File: config.mk
export PLATFORM = sky130hd
export DESIGN_NAME = htw_cell
export DESIGN_NICKNAME = d
export VERILOG_FILES = /design/src/rtl/htw_pkg.sv /design/src/rtl/htw_cell.sv
export SDC_FILE = /design/constraint.sdc
export NUM_CORES = 1
export LEC_CHECK = 0
export BUFFER_PORTS_ARGS = -buffer_cell sky130_fd_sc_hd__clkbuf_2
export CAP_MARGIN = 20
export CORE_MARGIN = 2
export CORE_UTILIZATION = 42
export DETAILED_ROUTE_END_ITERATION = 10
export PLACE_DENSITY_LB_ADDON = 0.25
export SYNTH_ARGS = -nofsm -noshare
export SYNTH_HDL_FRONTEND = slang
export SYNTH_SLANG_ARGS = --single-unit
File: constraint.sdc
create_clock -name clock -period 1.3 [get_ports clock]
set_clock_uncertainty 0.1 [all_clocks]
set_input_delay 0.325 -clock clock [delete_from_list [all_inputs] [get_ports clock]]
set_output_delay 0.325 -clock clock [all_outputs]
set_load 0.005 [all_outputs]
File: src/rtl/htw_pkg.sv
// Shared constants and types for the hashed timer wheel.
package htw_pkg;

   localparam int MAX_TIMERS_DEF = 64;
   localparam int CMD_W = 1;
   localparam int ID_W = 16;
   localparam int IVL_W = 32;
   localparam int PER_W = 16;
   localparam int KIND_W = 3;
   localparam int CNT_W = 32;
   localparam logic [PER_W-1:0] PERIOD_RST = 16'd10;

   localparam logic [CMD_W-1:0] CMD_ADD = 1'b0;
   localparam logic [CMD_W-1:0] CMD_TICK = 1'b1;

   localparam logic [KIND_W-1:0] KIND_ADD_OK = 3'd0;
   localparam logic [KIND_W-1:0] KIND_ZERO = 3'd1;
   localparam logic [KIND_W-1:0] KIND_FULL = 3'd2;
   localparam logic [KIND_W-1:0] KIND_FIRED = 3'd3;
   localparam logic [KIND_W-1:0] KIND_IDLE = 3'd4;

   // One stored timer as held by a cell of the row.
   typedef struct packed {
      logic             valid;
      logic [CNT_W-1:0] expiry;
      logic [ID_W-1:0]  ident;
   } timer_type;

endpackage

File: src/rtl/htw_cell.sv
// One timer cell of the row: holds one timer and takes its right neighbor on a shift.
module htw_cell (
   input  logic                 clock,
   input  logic                 reset,
   input  logic                 shift,
   input  logic                 load,
   input  htw_pkg::timer_type   load_data,
   input  htw_pkg::timer_type   from_right,
   output htw_pkg::timer_type   data
);
   htw_pkg::timer_type data_ff, data_in;

   always_comb begin
      data_in = data_ff;
      if (shift) data_in = from_right;
      // a load wins over the shift: the kept head lands here
      if (load) data_in = load_data;
   end

   always_ff @(posedge clock) begin
      if (reset) begin
         data_ff <= '0;
      end else begin
         data_ff <= data_in;
      end
   end

   assign data = data_ff;
endmodule

==> metrics.cfg <==
[die]
die-area_mm2 = 0.006017
rows = 26
ios = 151
dieWidth_um = 77.57
start_util_pct = 43.95
core_mm2 = 0.005172
die_h_um = 77.57

[clock_network]
cts_sinks = 49
cts_hold_buf = 0
tritoncts = yes
cts-root-buf = clkbuf_8
cts_buffer_depth = 2
clk_latency_ns = 0.29
post_cts_resized = 0
h-tree-depth = 2
cts_buffers = 5
post_cts.repair.setup_buffers = 0
clk_pin_slew_ns = 0.10

[setup_path]
worstPathBufferInverterCount = 1
cp_slowest_cell = dfxtp_1
rrSetupSlack_ns = 0.45
path_cells = clkbuf_2
critPathKind = flip-flop to output pin
r2r_cells = 2
path_depth = 1
cp-end-kind = output pin
arrival_ns = 0.77
cp-start-kind = flip-flop
crit_required_ns = 0.88
slowest_delay_ns = 0.35
crit_path_max_fanout = 2
cpLargestDelayFamily = flip-flops

[grt]
antenna_found_initial = 0
grt_max_degree = 50
grt_pass1_vias = 1983
grt_pass1_wl_mm = 9.370
grt_use_total_pct = 19.15
grt-ovfl-total = 0

[job]
max_cap_violations = 0

[route]
viasPerCell = 4.959
vias = 2152
wl_per_cell_um = 13.58
first_iter_violations = 59
ant_nets = 0
firstDrtPassIters = 6
drc = 0
routed_wl_mm = 5.894

[min_path]
min_path_cells = 3
hp-class = input port to flip-flop

[final_layout]
antenna_cells = 0
largest_reg_flops = 49
mostFrequentLayoutCells = clkbuf_2, mux2i_1, nor2b_1, a211oi_1, dfxtp_1
final_common_cell = clkbuf_2
nets = 465
area_growth_pct = 43.04
drive_gt1_share_pct = 45.88
post-route-util_pct = 62.87

[power_and_ir_drop]
p_sw_w = 0.0008525
ir_drop_mv = 0.4766
p_clk_share_pct = 35.3
switching_share_pct = 23.65
p_per_area_mw_per_mm2 = 1109
leakage_nw = 1.633
p_comb_share_pct = 18.3
p_seq_share_pct = 46.4
internal_power_w = 0.002753

[yosys]
yosysUniqueCellTypes = 11
synth_area_mm2 = 0.002273
netlist_instances = 218
synth_seq_cells = 49
synth_area_per_cell_um2 = 10.43
synth_fp_nets = 320
yosysWarnings = 0
ys_seq_area_share_pct = 43.15

[status]
status = finished, final reports clean

[sta]
clock.fmax_ghz = 0.8361
fin_tns_setup_ns = 0
setup_viol = 0
rsz0062_at_grt = false
slew_headroom_pct = 85.07
worst_slew_pin_slew_ns = 0.2240
fin_crit_sh_pct = 92.00
period_minus_slack_ns = 1.196
hold_violations = 0
slew_viol_final = 0

[placement]
gp_routability_congestion = 0.7605
place_hpwl_mm = 4.389
place.port_buffers = 150

## metal layers
metal	vias up	track usage, %	wire (um)	share of wire (%)
met5	-	0	0	0
met4	0	6.786	143	2.4
met3	13	4.419	402	6.8
met2	93	30.96	2818	48
met1	966	25.05	2530	43
li1	1080	-	-	-
## final cells by class
type	count	area [um^2]
clock inverters	3	65.06
clock buffers	5	68.82
multi-input cells	147	1165
well taps	70	87.58
fillers	453	1921
flip-flops and latches	49	980.9
repair buffers	159	880.8
inverters	1	3.754
## cells by family (layout without fill, tap and decap cells)
kind of cell           count (synthesis)  count (layout)  synth area share (%)
DFF                                   49              49                 43.15
buffers and inverters                 22             168                 5.614
and+or+nand+nor                       49              49                 13.48
muxes                                 49              49                 21.57
AOI/OAI and AO/OA                     49              49                 16.18
## through the flow
stage | hold slack [ns] | std cells | cell area (um^2) | power [W] | worst slack [ns]
CTS | 0.1866 | 434 | 3252 | 0.003651 | 0.08759
global route | 0.1905 | 434 | 3252 | 0.003777 | 0.06148
detailed placement | 0.4422 | 426 | 3118 | 0.002371 | 0.02338
global placement | 0.4361 | 426 | 3118 | 0.002358 | 0.06822
floorplan | 0.4160 | 218 | 2273 | 0.002033 | 0.07591
finish | 0.1867 | 434 | 3252 | 0.003605 | 0.1040
## synthesized netlist by cell type, drive strengths merged
cell | instances | area, um^2
dfxtp | 49 | 980.9
inv | 1 | 3.750
clkbuf | 11 | 41.29
a211oi | 49 | 367.9
buf | 10 | 82.58
mux2i | 49 | 490.5
nor2b | 49 | 306.5
## path summary, 6_finish.rpt
path / from / endpoint
worst max-delay path: data[37]$_SDFFE_PP0P_ / data[37]
worst min-delay path: load_data[35] / data[35]$_SDFFE_PP0P_
worst max register to register: data[28]$_SDFFE_PP0P_ / data[28]$_SDFFE_PP0P_
worst min register to register: data[3]$_SDFFE_PP0P_ / data[3]$_SDFFE_PP0P_
## power groups by stage
stage	registers, W	clock network [W]	logic (W)
6_report	0.00167	0.00127	0.000659
3_3_place_gp	0.00171	0	0.000652
3_5_place_dp	0.00171	0	0.000665
4_1_cts	0.00167	0.00131	0.000668
5_1_grt	0.00169	0.00136	0.000728
2_1_floorplan	0.00172	0	0.000318
Note: power is estimated with default switching activity, not from simulation.
