--- config.mk ---
export PLATFORM = sky130hd
export DESIGN_NAME = htw_div
export DESIGN_NICKNAME = d
export VERILOG_FILES = /design/src/rtl/htw_pkg.sv /design/src/rtl/htw_div.sv
export SDC_FILE = /design/constraint.sdc
export NUM_CORES = 1
export LEC_CHECK = 0
export ABC_AREA = 1
export BUFFER_PORTS_ARGS = -buffer_cell sky130_fd_sc_hd__buf_2
export CAP_MARGIN = 20
export CORE_ASPECT_RATIO = 1.75
export CORE_MARGIN = 2
export CORE_UTILIZATION = 60
export DETAILED_ROUTE_END_ITERATION = 16
export PLACE_DENSITY = 0.82
export SLEW_MARGIN = 20
export SYNTH_ARGS = -nofsm -noshare
export SYNTH_HDL_FRONTEND = slang
export SYNTH_SLANG_ARGS = --single-unit
--- constraint.sdc ---
create_clock -name clock -period 4.1 [get_ports clock]
set_clock_uncertainty 0.1 [all_clocks]
set_input_delay 0 -clock clock [delete_from_list [all_inputs] [get_ports clock]]
set_output_delay 0 -clock clock [all_outputs]
set_load 0.05 [all_outputs]
--- src/rtl/htw_pkg.sv ---
// Shared constants and types for the hashed timer wheel.
package htw_pkg;

   localparam int MAX_TIMERS_DEF = 64;
   localparam int CMD_W = 1;
   localparam int ID_W = 16;
   localparam int IVL_W = 32;
   localparam int PER_W = 16;
   localparam int KIND_W = 3;
   localparam int CNT_W = 32;
   localparam logic [PER_W-1:0] PERIOD_RST = 16'd10;

   localparam logic [CMD_W-1:0] CMD_ADD = 1'b0;
   localparam logic [CMD_W-1:0] CMD_TICK = 1'b1;

   localparam logic [KIND_W-1:0] KIND_ADD_OK = 3'd0;
   localparam logic [KIND_W-1:0] KIND_ZERO = 3'd1;
   localparam logic [KIND_W-1:0] KIND_FULL = 3'd2;
   localparam logic [KIND_W-1:0] KIND_FIRED = 3'd3;
   localparam logic [KIND_W-1:0] KIND_IDLE = 3'd4;

   // One stored timer as held by a cell of the row.
   typedef struct packed {
      logic             valid;
      logic [CNT_W-1:0] expiry;
      logic [ID_W-1:0]  ident;
   } timer_type;

endpackage

--- src/rtl/htw_div.sv ---
// Bit-serial restoring divider: interval by tick period.
module htw_div (
   input  logic                        clock,
   input  logic                        reset,
   input  logic                        go,
   input  logic [htw_pkg::IVL_W-1:0]   dividend,
   input  logic [htw_pkg::PER_W-1:0]   divisor,
   output logic                        done,
   output logic [htw_pkg::IVL_W-1:0]   quotient
);
   localparam int IW = htw_pkg::IVL_W;
   localparam int PW = htw_pkg::PER_W;
   localparam int SW = $clog2(IW + 1);

   logic [PW:0]     rem_ff, rem_in;
   logic [IW-1:0]   quo_ff, quo_in;
   logic [PW-1:0]   dvs_ff, dvs_in;
   logic [SW-1:0]   step_ff, step_in;
   logic            run_ff, run_in;
   logic            done_ff, done_in;
   logic [PW:0]     trial;

   always_comb begin
      rem_in  = rem_ff;
      quo_in  = quo_ff;
      dvs_in  = dvs_ff;
      step_in = step_ff;
      run_in  = run_ff;
      done_in = 1'b0;
      trial   = {rem_ff[PW-1:0], quo_ff[IW-1]};
      if (go) begin
         rem_in  = '0;
         quo_in  = dividend;
         // treat a zero period as one
         dvs_in  = (divisor == '0) ? PW'(1) : divisor;
         step_in = '0;
         run_in  = 1'b1;
      end else if (run_ff) begin
         if (trial >= {1'b0, dvs_ff}) begin
            rem_in = trial - {1'b0, dvs_ff};
            quo_in = {quo_ff[IW-2:0], 1'b1};
         end else begin
            rem_in = trial;
            quo_in = {quo_ff[IW-2:0], 1'b0};
         end
         step_in = step_ff + SW'(1);
         if (step_ff == SW'(IW - 1)) begin
            run_in  = 1'b0;
            done_in = 1'b1;
         end
      end
   end

   always_ff @(posedge clock) begin
      if (reset) begin
         run_ff  <= 1'b0;
         done_ff <= 1'b0;
         step_ff <= '0;
      end else begin
         run_ff  <= run_in;
         done_ff <= done_in;
         step_ff <= step_in;
      end
      rem_ff <= rem_in;
      quo_ff <= quo_in;
      dvs_ff <= dvs_in;
   end

   assign done = done_ff;
   assign quotient = quo_ff;
endmodule

==> metrics.yaml <==
sta:
  setup_tns_ns: 0
  worst_slack_ns: 1.730
  relSlewSlack: 0.3224
  rsz0062_at_grt: "false"
  min_period_ns: 2.370
  worst_slew_pin_slew_ns: 1.013
  drv_slew: 0
  fmax_mhz: 421.9
  setup_viol: 0
  hold_violations: 0
  post-route-period-util: 0.5781
layout:
  drive_above_1_share: 0.1800
  final_nets: 703
  final_cell_mix: "195 x nand2_1, 83 x buf_2, 55 x inv_1"
  mostFrequentLayoutCell: "nand2_1"
  antenna_cells: 0
  area_growth_syn_to_layout_pct: 28.38
  final_core_util: 0.8000
floorplan:
  fp-row-count: 39
  dieWidth_microns: 66.53
  start_util: 0.6232
  core_sq_mm: 0.006588
  die_h_microns: 113.4
  die-area_sq_mm: 0.007545
  io_pins: 84
global_routing:
  grt_max_degree: 38
  grt_use_total: 0.3648
  gr-total-overflow: 0
  grt_pass1_wl_mm: 20.46
  grt_pass1_vias: 4155
  antenna_found_initial: 0
clocking:
  htree_levels: 3
  cts_tree: "yes"
  clock_sinks: 72
  post-cts-setup-buffer-count: 0
  clk_latency_ns: 0.33
  numCtsBuffers: 9
  cts_buffer_depth: 2
  clk_pin_slew_worst_paths_ns: 0.06
  cts_root_buf: "clkbuf_16"
  holdBufCountCts: 49
  post_cts_resized: 0
yosys:
  netlist_area_sq_mm: 0.004105
  ys_top_cells_by_area: "edfxtp_1 35%, nand2_1 18%, dfxtp_1 12%"
  synth_cell_types: 34
  ys_seq_area_frac: 0.4681
  yosysWarnings: 0
  synth_nets: 585
  yosysTopAreaCell: "edfxtp_1"
  syn-mean-instance-area_sq_um: 7.956
  syn_inst: 516
  synth_seq_cells: 72
  yosysTopAreaCellShare: 0.3511
worst_setup_path:
  r2r_cells: 9
  cp_num_buf_inv: 1
  critical_path.max_fanout: 4
  critPathSlowestCell: "o21ai_0"
  slowest_delay_ns: 0.46
  cp.depth: 9
  worst_ep_arrival_time_ns: 2.48
  required_ns: 4.21
  cp_top_family: "adder cells"
  critPathKind: "register to register"
  crit_path_end_kind: "register"
  r2r-end: "rem_ff[8]"
  reg2reg_slack_ns: 1.73
  r2r-start: "quotient[31]"
  path_cells: "inv_1 > ha_1 > fa_1 > o21ai_0 > a21oi_1 > xor2_1 > nand2_1 > nand3_1 > nand2_1"
  critPathLaunchType: "register"
  cpMostUsedCell: "nand2_1"
placed_design:
  place_congestion: 0.9463
  place_hpwl_mm: 7.533
  io_buffer_count: 83
  preCtsSetupSlack_ns: 1.829
drt:
  dr.first_iter.drc_count: 340
  vias_per_cell: 5.621
  drcViolationCount: 0
  detail-route-antenna-nets: 0
  first_pass_iters: 5
  drt_wl_total_mm: 12.69
  wl_per_cell_microns: 17.59
  dr_total_vias: 4053
status:
  outcome: "completed"
min_path:
  hold_depth: 1
  min_to: "dvs_ff[15]"
  hp-start: "go"
  hold_class: "primary input to register"
power:
  ir_worst_vdd_mv: 0.3580
  leakagePower_nw: 2.631
  powerDensity_mw_per_mm2: 381.0
job:
  cap_violations: 0
[sequential cells by signal, indices dropped and copies added (netlist names)]
signal and cells:
quotient 32, dvs_ff 16, rem_ff 16, step_ff 6, done 1, run_ff 1
[final cells by class]
type / count / area, sq um
multi-input cells: 360 / 1819
well taps: 82 / 102.6
fillers: 390 / 1318
clock buffers: 16 / 291.5
inverters: 57 / 214.0
flip-flops and latches: 72 / 1922
repair buffers: 134 / 920.9
[cells in the mapped netlist]
cell and n:
nand2_1 195, inv_1 55, edfxtp_1 48, nand3_1 36, nor2_1 28, dfxtp_1 24
clkbuf_1 22, ha_1 17, a21oi_1 12, o21ai_0 12, nand3b_1 10, nor3_1 7
nand2_2 5, xor2_1 5, nor4_1 4, o21bai_1 4, a31oi_1 3, nand3_2 3
nand4_1 3, nor2_4 3, xnor2_1 3, clkbuf_8 2, inv_2 2, nor2_2 2
nor3b_1 2, a21o_1 1, a41o_1 1, buf_12 1, buf_6 1, dlygate4sd1_1 1
fa_1 1, nand2_4 1, nand3_4 1, o21a_1 1
[worst max-delay path by stage]
stage	startpoint	end	slack, ns
after floorplan	quotient[31]	rem_ff[12]	1.74
after global placement	quotient[31]	rem_ff[8]	1.95
after detailed placement	quotient[31]	rem_ff[8]	1.83
after CTS	dvs_ff[12]	rem_ff[4]	1.78
after global routing	dvs_ff[12]	rem_ff[4]	1.61
final	quotient[31]	rem_ff[8]	1.73
[stage by stage]
stage          cell area, sq um  hold slack (ns)  instances  total power [W]
2_1_floorplan              4105          0.01250        516         0.001107
3_3_place_gp               4488          0.09299        656         0.001194
3_5_place_dp               4488          0.09477        656         0.001200
4_1_cts                    5270          0.02023        721         0.001980
5_1_grt                    5270          0.04174        721         0.002061
6_report                   5270          0.03006        721         0.002008
[layer usage]
layer,wire length [microns],track usage,vias up
met5,0,0,-
met4,696,0.1946,0
met3,1029,0.07396,49
met2,6459,0.6253,259
met1,4499,0.4171,1850
li1,-,-,1895
[power breakdown]
part / switching [W] / internal, W
sequential: 0.0000299 / 0.000834
clock: 0.000282 / 0.000477
combinational: 0.000268 / 0.000117
[logic make-up (layout without fill, tap and decap cells)]
logic type,after synthesis,after routing,synth area share
compound gates,34,34,0.04725
xor+xnor,8,8,0.01707
fa+ha+maj,18,18,0.05669
buf+inv,84,207,0.08870
flops,72,72,0.4681
simple gates,300,300,0.3222
No activity file was read; power rests on OpenSTA's default activity.
